`src/rtl/dmwc_pkg.sv`:
```
// shared types and constants of the direct-mapped write-back cache
package dmwc_pkg;

   localparam int ADDR_W      = 16;
   localparam int DATA_W      = 8;
   localparam int LINE_DATA_W = 64;

   localparam logic ACT_READ  = 1'b0;
   localparam logic ACT_WRITE = 1'b1;

   typedef struct packed {
      logic              action;
      logic [ADDR_W-1:0] address;
      logic [DATA_W-1:0] write_data;
   } req_type;

   typedef struct packed {
      logic [LINE_DATA_W-1:0] line_data;
      logic                   hit;
      logic                   dirty_before;
   } rsp_type;

   typedef enum logic [2:0] {
      ST_CLEAR,
      ST_IDLE,
      ST_LOOKUP,
      ST_WRITEBACK,
      ST_FILL,
      ST_FILL_WAIT,
      ST_UPDATE
   } state_type;

   typedef struct packed {
      logic clear;
      logic lookup;
      logic capture_entry;
      logic writeback;
      logic fill_read;
      logic fill_capture;
      logic update;
      logic load_rsp;
   } cmd_type;

   typedef struct packed {
      logic clear_last;
      logic hit;
      logic dirty;
      logic is_write;
   } status_type;

endpackage

```
`src/rtl/dmwc_ctrl.sv`:
```
// controller state machine of the cache: sequencing, handshakes, response valid
module dmwc_ctrl (
   input  logic                 clock,
   input  logic                 reset,
   input  logic                 req_valid,
   output logic                 req_stall,
   output logic                 rsp_valid,
   input  logic                 rsp_stall,
   input  dmwc_pkg::status_type status,
   output dmwc_pkg::cmd_type    cmd
);
   import dmwc_pkg::*;

   state_type state_ff, state_in;
   logic      rsp_valid_ff, rsp_valid_in;
   logic      slot_free;

   assign slot_free = !rsp_valid_ff || !rsp_stall;

   // next state
   always_comb begin
      state_in = state_ff;
      unique case (state_ff)
         ST_CLEAR: begin
            if (status.clear_last) state_in = ST_IDLE;
         end
         ST_IDLE: begin
            if (req_valid) state_in = ST_LOOKUP;
         end
         ST_LOOKUP: begin
            if (status.hit)        state_in = ST_UPDATE;
            else if (status.dirty) state_in = ST_WRITEBACK;
            else                   state_in = ST_FILL;
         end
         ST_WRITEBACK: state_in = ST_FILL;
         ST_FILL:      state_in = ST_FILL_WAIT;
         ST_FILL_WAIT: state_in = ST_UPDATE;
         ST_UPDATE: begin
            if (status.is_write || slot_free) state_in = ST_IDLE;
         end
         default: state_in = ST_CLEAR;
      endcase
   end

   // outputs
   always_comb begin
      cmd       = '0;
      req_stall = 1'b1;
      unique case (state_ff)
         ST_CLEAR: cmd.clear = 1'b1;
         ST_IDLE: begin
            req_stall  = 1'b0;
            cmd.lookup = req_valid;
         end
         ST_LOOKUP:    cmd.capture_entry = 1'b1;
         ST_WRITEBACK: cmd.writeback = 1'b1;
         ST_FILL:      cmd.fill_read = 1'b1;
         ST_FILL_WAIT: cmd.fill_capture = 1'b1;
         ST_UPDATE: begin
            cmd.update   = status.is_write || slot_free;
            cmd.load_rsp = !status.is_write && slot_free;
         end
         default: cmd = '0;
      endcase
   end

   always_comb begin
      rsp_valid_in = rsp_valid_ff;
      if (cmd.load_rsp)       rsp_valid_in = 1'b1;
      else if (!rsp_stall)    rsp_valid_in = 1'b0;
   end

   always_ff @(posedge clock) begin
      if (reset) begin
         state_ff     <= ST_CLEAR;
         rsp_valid_ff <= 1'b0;
      end else begin
         state_ff     <= state_in;
         rsp_valid_ff <= rsp_valid_in;
      end
   end

   assign rsp_valid = rsp_valid_ff;

`ifndef SYNTH
   a_accept_then_busy : assert property (@(posedge clock) disable iff (reset)
      (req_valid && !req_stall) |=> req_stall)
      else $error("request transfer taken while previous item still in flight");

   a_no_rsp_overwrite : assert property (@(posedge clock) disable iff (reset)
      cmd.load_rsp |-> (!rsp_valid_ff || !rsp_stall))
      else $error("response register overwritten before transfer");

   a_rsp_from_update : assert property (@(posedge clock) disable iff (reset)
      $rose(rsp_valid_ff) |-> $past(state_ff == ST_UPDATE))
      else $error("response raised outside the update step");

   a_no_write_rsp : assert property (@(posedge clock) disable iff (reset)
      (cmd.load_rsp && status.is_write) == 1'b0)
      else $error("write access produced a response");
`endif

endmodule

```
`config.mk`:
```
export PLATFORM = sky130hd
export DESIGN_NAME = dmwc_ctrl
export DESIGN_NICKNAME = d
export VERILOG_FILES = /design/src/rtl/dmwc_pkg.sv /design/src/rtl/dmwc_ctrl.sv
export SDC_FILE = /design/constraint.sdc
export NUM_CORES = 1
export LEC_CHECK = 0
export BUFFER_PORTS_ARGS = -buffer_cell sky130_fd_sc_hd__buf_2
export CAP_MARGIN = 10
export CORE_AREA = 2 2 39 41
export CTS_CLUSTER_DIAMETER = 40
export DETAILED_ROUTE_END_ITERATION = 16
export DIE_AREA = 0 0 41 43
export HOLD_SLACK_MARGIN = 0.06
export PLACE_DENSITY_LB_ADDON = 0.08
export SETUP_SLACK_MARGIN = 0.4
export SYNTH_ARGS = -nofsm -noshare
export SYNTH_HDL_FRONTEND = slang
export SYNTH_SLANG_ARGS = --single-unit
```
`constraint.sdc`:
```
create_clock -name clock -period 2.9 [get_ports clock]
set_input_delay 0.58 -clock clock [delete_from_list [all_inputs] [get_ports clock]]
set_output_delay 0.58 -clock clock [all_outputs]
set_load 0.05 [all_outputs]
```
# Word level (Yosys, flattened, before mapping)
# Cells that the tools add are included.
[word_totals] register_bits=4 word_cells=36
[classes] n_eq_ne=10 muxes=16 reduce_logical=8
[op_table] cell="3-bit one-hot mux with 7 select lines" n=1
[op_table] cell="3-bit two-way mux" n=5
[op_table] cell="3-bit equality test (second input constant)" n=3
[op_table] cell="1-bit two-way mux" n=9
[op_table] cell="3-bit by 2-bit equality test with 1-bit output (second input constant)" n=2
[op_table] cell="2-bit inequality test (second input constant)" n=3
[op_table] cell="3-bit by 1-bit equality test with 1-bit output (second input constant)" n=1
[op_table] cell="1-bit logical NOT" n=3
[op_table] cell="3-bit logical NOT" n=1
[op_table] cell="3-bit AND reduction" n=1
[op_table] cell="1-bit logical OR" n=2
[op_table] cell="2-bit two-way mux" n=1
[op_table] cell="2-bit by 1-bit inequality test with 1-bit output (second input constant)" n=1
[op_table] cell="1-bit logical AND" n=1

# Depth between registers and ports, before layout
# Gate-level depths: netlist (run 1).
[logic_depth] depth_word=5 depth_mapped=4 depth_no_buf=3

# Worst setup path after synthesis (run 1)
# No wires, ideal clock.
[synth_timing] path_type="input port to output port" from="in rsp_stall" to="out cmd[1] (netlist bit)" arrival_time_ps=2333 required_ps=2320 path_slack_ps=-13 path_stages=3 n_path_buf=0 cell_sequence="nand2_1 nor2_1 nor4b_1"
[synth_rtl] item="start: declaration" line_no="dmwc_ctrl.sv:8" source="input logic rsp_stall,"
[synth_rtl] item="end: declaration" line_no="dmwc_ctrl.sv:10" source="output dmwc_pkg::cmd_type cmd"

==> results of run 1 <==
[synthesized netlist by cell type, drive strengths merged]
library cell / number / area, um2
a21oi: 3 / 15.01
a311oi: 2 / 17.52
and3: 3 / 18.77
buf: 3 / 23.77
dfxtp: 4 / 80.08
inv: 1 / 3.750
mux2: 1 / 11.26
nand2: 2 / 7.510
nand2b: 2 / 12.51
nand4bb: 1 / 11.26
nor2: 5 / 18.77
nor3: 1 / 5.000
nor3b: 1 / 12.51
nor4b: 1 / 8.760
o21ai: 1 / 5.000
o22ai: 1 / 6.260
o41ai: 1 / 8.760
or2: 2 / 15.02
or3b: 1 / 8.760
or4b: 1 / 10.01
[worst min-delay path, stage by stage, from the launching register on]
cell,delay (ps)
dfxtp_1,310
nand2_1,110
a21oi_1,70
[per-layer routing]
layer  wire [um]  vias to the layer above
met4          13                        0
met3          52                        2
met5           0                        -
met1         391                      135
li1            -                      171
met2         371                       11
[stage by stage]
stage               hold slack (ps)  cell area (um2)
floorplan                     548.4            306.5
global placement              546.1            387.9
detailed placement            550.2            387.9
CTS                           554.8            410.4
global route                  574.8            410.4
finish                        545.4            410.4
[registers in the layout, indices dropped and copies added, names as in the netlist]
register and cells:
state_ff 3, rsp_valid 1
[layout make-up]
| class | count | area, um2 |
|---|---|---|
| Timing Repair Buffer | 17 | 85.08 |
| Clock buffer | 3 | 22.52 |
| Fill cell | 162 | 973.4 |
| Multi-Input combinational cell | 29 | 198.9 |
| Sequential cell | 4 | 80.08 |
| Tap cell | 16 | 20.02 |
| Inverter | 1 | 3.754 |
[power groups by stage]
stage / Sequential [uW] / Clock, uW / Combinational [uW]
after floorplan: 70.4 / 0 / 124
after global placement: 85.9 / 0 / 134
after detailed placement: 87.6 / 0 / 134
after CTS: 86.6 / 71.7 / 134
after global routing: 88.6 / 77.8 / 144
final: 86.1 / 67.2 / 134
[final timing paths]
path	startpoint	end	cells after the start
worst max-delay path	state_ff[2]	cmd[1]	3
worst max register to register	state_ff[0]	state_ff[2]	3
worst min-delay path	rsp_valid	rsp_valid	2
worst min register to register	rsp_valid	rsp_valid	2
[cell families after synthesis]
kind of cell / after synthesis
buf+inv: 4
mux: 1
compound gates: 8
flops: 4
simple gates: 20
==> metrics.txt, run 1 <==
most common cell after layout, fill and taps aside buf_2; Max Cap Viol 0; GR Layer Usage met2 14.37%; CP delay by family, top flip-flops; Synth Area in XOR/XNOR 0%; clock share of power between 20% and 30%; peak supply drop ~190 uV; sequential share of power 30.0%; WS Path Type flop to output pin; drt drc 0; Critical Path End Type output pin; Cells after DPL 67; clk sinks 4; DR iter-0 viols 8; Crit-path slowest cell dfxtp_1; Final ANT Viol Nets 0; CTS H-Tree Depth 1; post_cts resized 0; reported net switching power about 130 uW; Tot GR Track Use 11.52%; leak pwr between 0.00015 and 0.0002 uW; Final Core Density ~30%; worst path buffer plus inverter count 2; routed via count about 320; Critical Path AT around 1400 ps; Compound-Gate Fraction of Synth Area between 15 and 20%; relative slew slack a little under three quarters; Adder-Cell Fraction of Synth Area 0%; Die X between 40 and 50 um; Cells after Synth 37; largest family of logic cells by synthesized area simple AND/OR/NAND/NOR gates; period utilization a little over two thirds; CORE AREA approximately 0.0014 mm2; CTS Hold Bufs 0; first-pass GRT wire length ~1.3 mm; Nets 64; postcts setup bufs 0; Die H 43 um; vias in the first global route approximately 280; Comb power frac 46.6%; Max Clock Freq between 0.4 and 0.5 GHz; Num CTS Buffers 3; Rows 14; grt total ovfl 0; Most Crowded Layer GR met1; Layout area overhead 36.67%; Synth warnings 0; TritonRoute pass-1 iters 4; Cell Int Power roughly 150 uW; share of cells above drive strength 1 around 44%; CP Launch Type flop; mux contribution to synthesized area approximately 3.8%; Setup-failing EPs final 0; post-route insts no fill 70; M3 GR Usage 3.141%; clk_lat worst skew 230 ps; Netlist Area Pre-Place 300.3 um2; Wirelength per Cell about 12 um; Bufs on Longest Clock Path 2; clk root buf clkbuf_4; Final Worst Setup Slack just under 900 ps; pin count of the biggest net entering global routing 14; Seq cells post-synth 4; Max Slew Vio Count 0; worst-case clock skew approximately 0.28 ps; ANT cells 0; library cells used by synthesis 23; CTS tree yes; Worst-Margin Slew 432.7 ps; starting density of the core 21.70%; R2R Setup Slk between 1500 and 2000 ps; PortBufs 17; register area share after synthesis a little over a quarter; required time worst endpoint ~2300 ps; CTS clock-pin slew for the worst setup and hold paths about 40 ps; Synth Area in Simple Gates 42.92%; Period minus WS final a little over 2000 ps; worst hold-check path type flop to flop; Max FO, Critical Path 7; most frequent cells in the layout buf_2 (17), nor2_1 (5), dfxtp_1 (4); Synth Net Count 45; initial antenna violation count 0; setup TNS 0 ps; final wirelength 828 um; Pwr Density between 600 and 700 mW/mm2; slowest cell delay on critical path 480 ps; Sw Share 47.00%; CP cell instances inv_1, nor4b_2, buf_2; IO Pins 18; total power about 290 uW; routability cong. about 0.69; syn_area_per_cell 8.116 um2; Fin. Hold Viols 0; unrepaired setup endpoints after global routing false; GR met1 Demand/Resource 15.34%; die area approximately 0.0018 mm2; Via density ~4.6; pre-CTS setup slack 930.3 ps; status finished clean
No activity file was read; power rests on OpenSTA's default activity.
==> run 2: changes to the inputs <==
clock period = 2.1 ns   (was 2.9 ns; I/O delays follow)
==> run 2 against run 1 <==
  * Clock power is 43% higher
  * Wire length stayed put
  * Sequential power is 50% higher
  * Cell count stayed put
  * Combinational power is 46% higher
  * Flip-flop and latch count stayed put
  * Cell area is 12% higher
  * First-iteration DRC count is 63% lower
  * Critical path depth stayed put
  * Non-clock buffer count stayed put
  * Via count is 4.1% higher
  * Utilization is 3.6 points higher
==> metrics.txt, run 2 (synthesized netlist as in run 1, its figures left out) <==
post_cts resized 8; Layout area overhead 53.33%; first-pass GRT wire length about 1.3 mm; WS Path Type flop to output pin; Cells after DPL 67; routability cong. 0.7501; pin count of the biggest net entering global routing 14; RR Startpoint state_ff[1]; worst-case clock skew 6.871 ps; worst hold-check path type primary input to flop; Crit-path slowest cell dfxtp_4; Bufs on Longest Clock Path 2; relative slew slack 83.69%; Max Slew Vio Count 0; GR Layer Usage met2 roughly 14%; routed via count approximately 330; M3 GR Usage under 10%; PortBufs 17; postcts setup bufs 0; Max Cap Viol 0; CTS Hold Bufs 0; unrepaired setup endpoints after global routing false; initial antenna violation count 0; Final Core Density between 30% and 40%; TritonRoute pass-1 iters 3; Critical Path End Type output pin; Tot GR Track Use approximately a tenth; Largest Register state_ff; Critical Path AT 1230 ps; Period minus WS final roughly 1600 ps; Worst-Margin Slew around 240 ps; leak pwr about 0.00020 uW; Rows 14; starting density of the core around 22%; most frequent cells in the layout buf_2 (15), nor2_1 (4), a21oi_1 (3), and3_1 (3), clkbuf_4 (3); Hold Path Origin reset; GR met1 Demand/Resource 14.33%; DR iter-0 viols 3; Pwr Density ~910 mW/mm2; period utilization slightly below 80%; Die H between 40 and 50 um; Nets 64; Fin. Hold Viols 0; post-route insts no fill 70; dpl hpwl approximately 630 um; setup TNS 0 ps; clk_lat worst skew roughly 240 ps; Max Clock Freq about 0.6 GHz; drt drc 0; crit path launch state_ff[2]; status finished clean; share of cells above drive strength 1 a little under three fifths; slowest cell delay on critical path about 390 ps; Max FO, Critical Path 7; number of flip-flops in the largest register 3; Die X approximately 41 um; vias in the first global route roughly 310; required time worst endpoint between 1500 and 2000 ps; IO Pins 18; worst path buffer plus inverter count 2; CTS clock-pin slew for the worst setup and hold paths around 40 ps; ANT cells 0; Wirelength per Cell about 12 um; peak supply drop roughly 410 uV; Most Crowded Layer GR met1; final wirelength slightly above 800 um; CTS tree yes; clk sinks 4; most common cell after layout, fill and taps aside buf_2; Via density 4.743; CP cell instances inv_1, nor4b_4, buf_6; Final ANT Viol Nets 0; CORE AREA 0.001384 mm2; CTS H-Tree Depth 1; Setup-failing EPs final 0; die area 0.001763 mm2; clk root buf clkbuf_4; CP delay by family, top flip-flops; CP Launch Type flop; grt total ovfl 0; Num CTS Buffers 3
[run 2: cell counts in the layout (fill, tap and decap cells not counted)]
No cell type changed its count.
[run 2: worst register-to-register path: stages, from the launching register on]
cell and delay [ps]:
dfxtp_2 380, or2_4 270, or4b_1 460, o41ai_1 70
[run 2: area by class of cell]
class	count	area, um2
Clock buffer	3	22.52
Timing Repair Buffer	17	93.84
Sequential cell	4	88.84
Tap cell	16	20.02
Fill cell	167	923.4
Inverter	1	3.754
Multi-Input combinational cell	29	231.5
[run 2: per-stage QoR]
step | cell area, um2 | power [uW] | hold WS (ps) | worst slack (ps)
floorplan | 322.8 | 278.4 | 489.1 | 346.9
global placement | 404.1 | 317.6 | 539.4 | 459.1
detailed placement | 404.1 | 315.2 | 556.2 | 438.3
CTS | 457.9 | 426.0 | 389.7 | 437.1
global route | 460.4 | 446.8 | 410.0 | 402.2
finish | 460.4 | 420.4 | 400.0 | 454.2
[run 2: power by group]
group | leakage, uW | total [uW] | internal, uW | switching (uW)
clock | 0.0000138 | 96.0 | 64.0 | 32.0
combinational | 0.000149 | 195 | 67.5 | 128
sequential | 0.0000344 | 129 | 91.8 | 37.6
[run 2: final timing paths]
| path | endpoint | slack, ps | cells past startpoint |
|---|---|---|---|
| max | cmd[1] | 450 | 3 |
| min | state_ff[1] | 400 | 2 |
| max reg2reg | state_ff[0] | 800 | 3 |
| min reg2reg | state_ff[2] | 530 | 1 |
[run 2: layer usage]
layer | share of wire [%] | wire [um]
met3 | 7.2 | 60
met4 | 0 | 0
met1 | 44 | 364
met2 | 49 | 404
met5 | 0 | 0
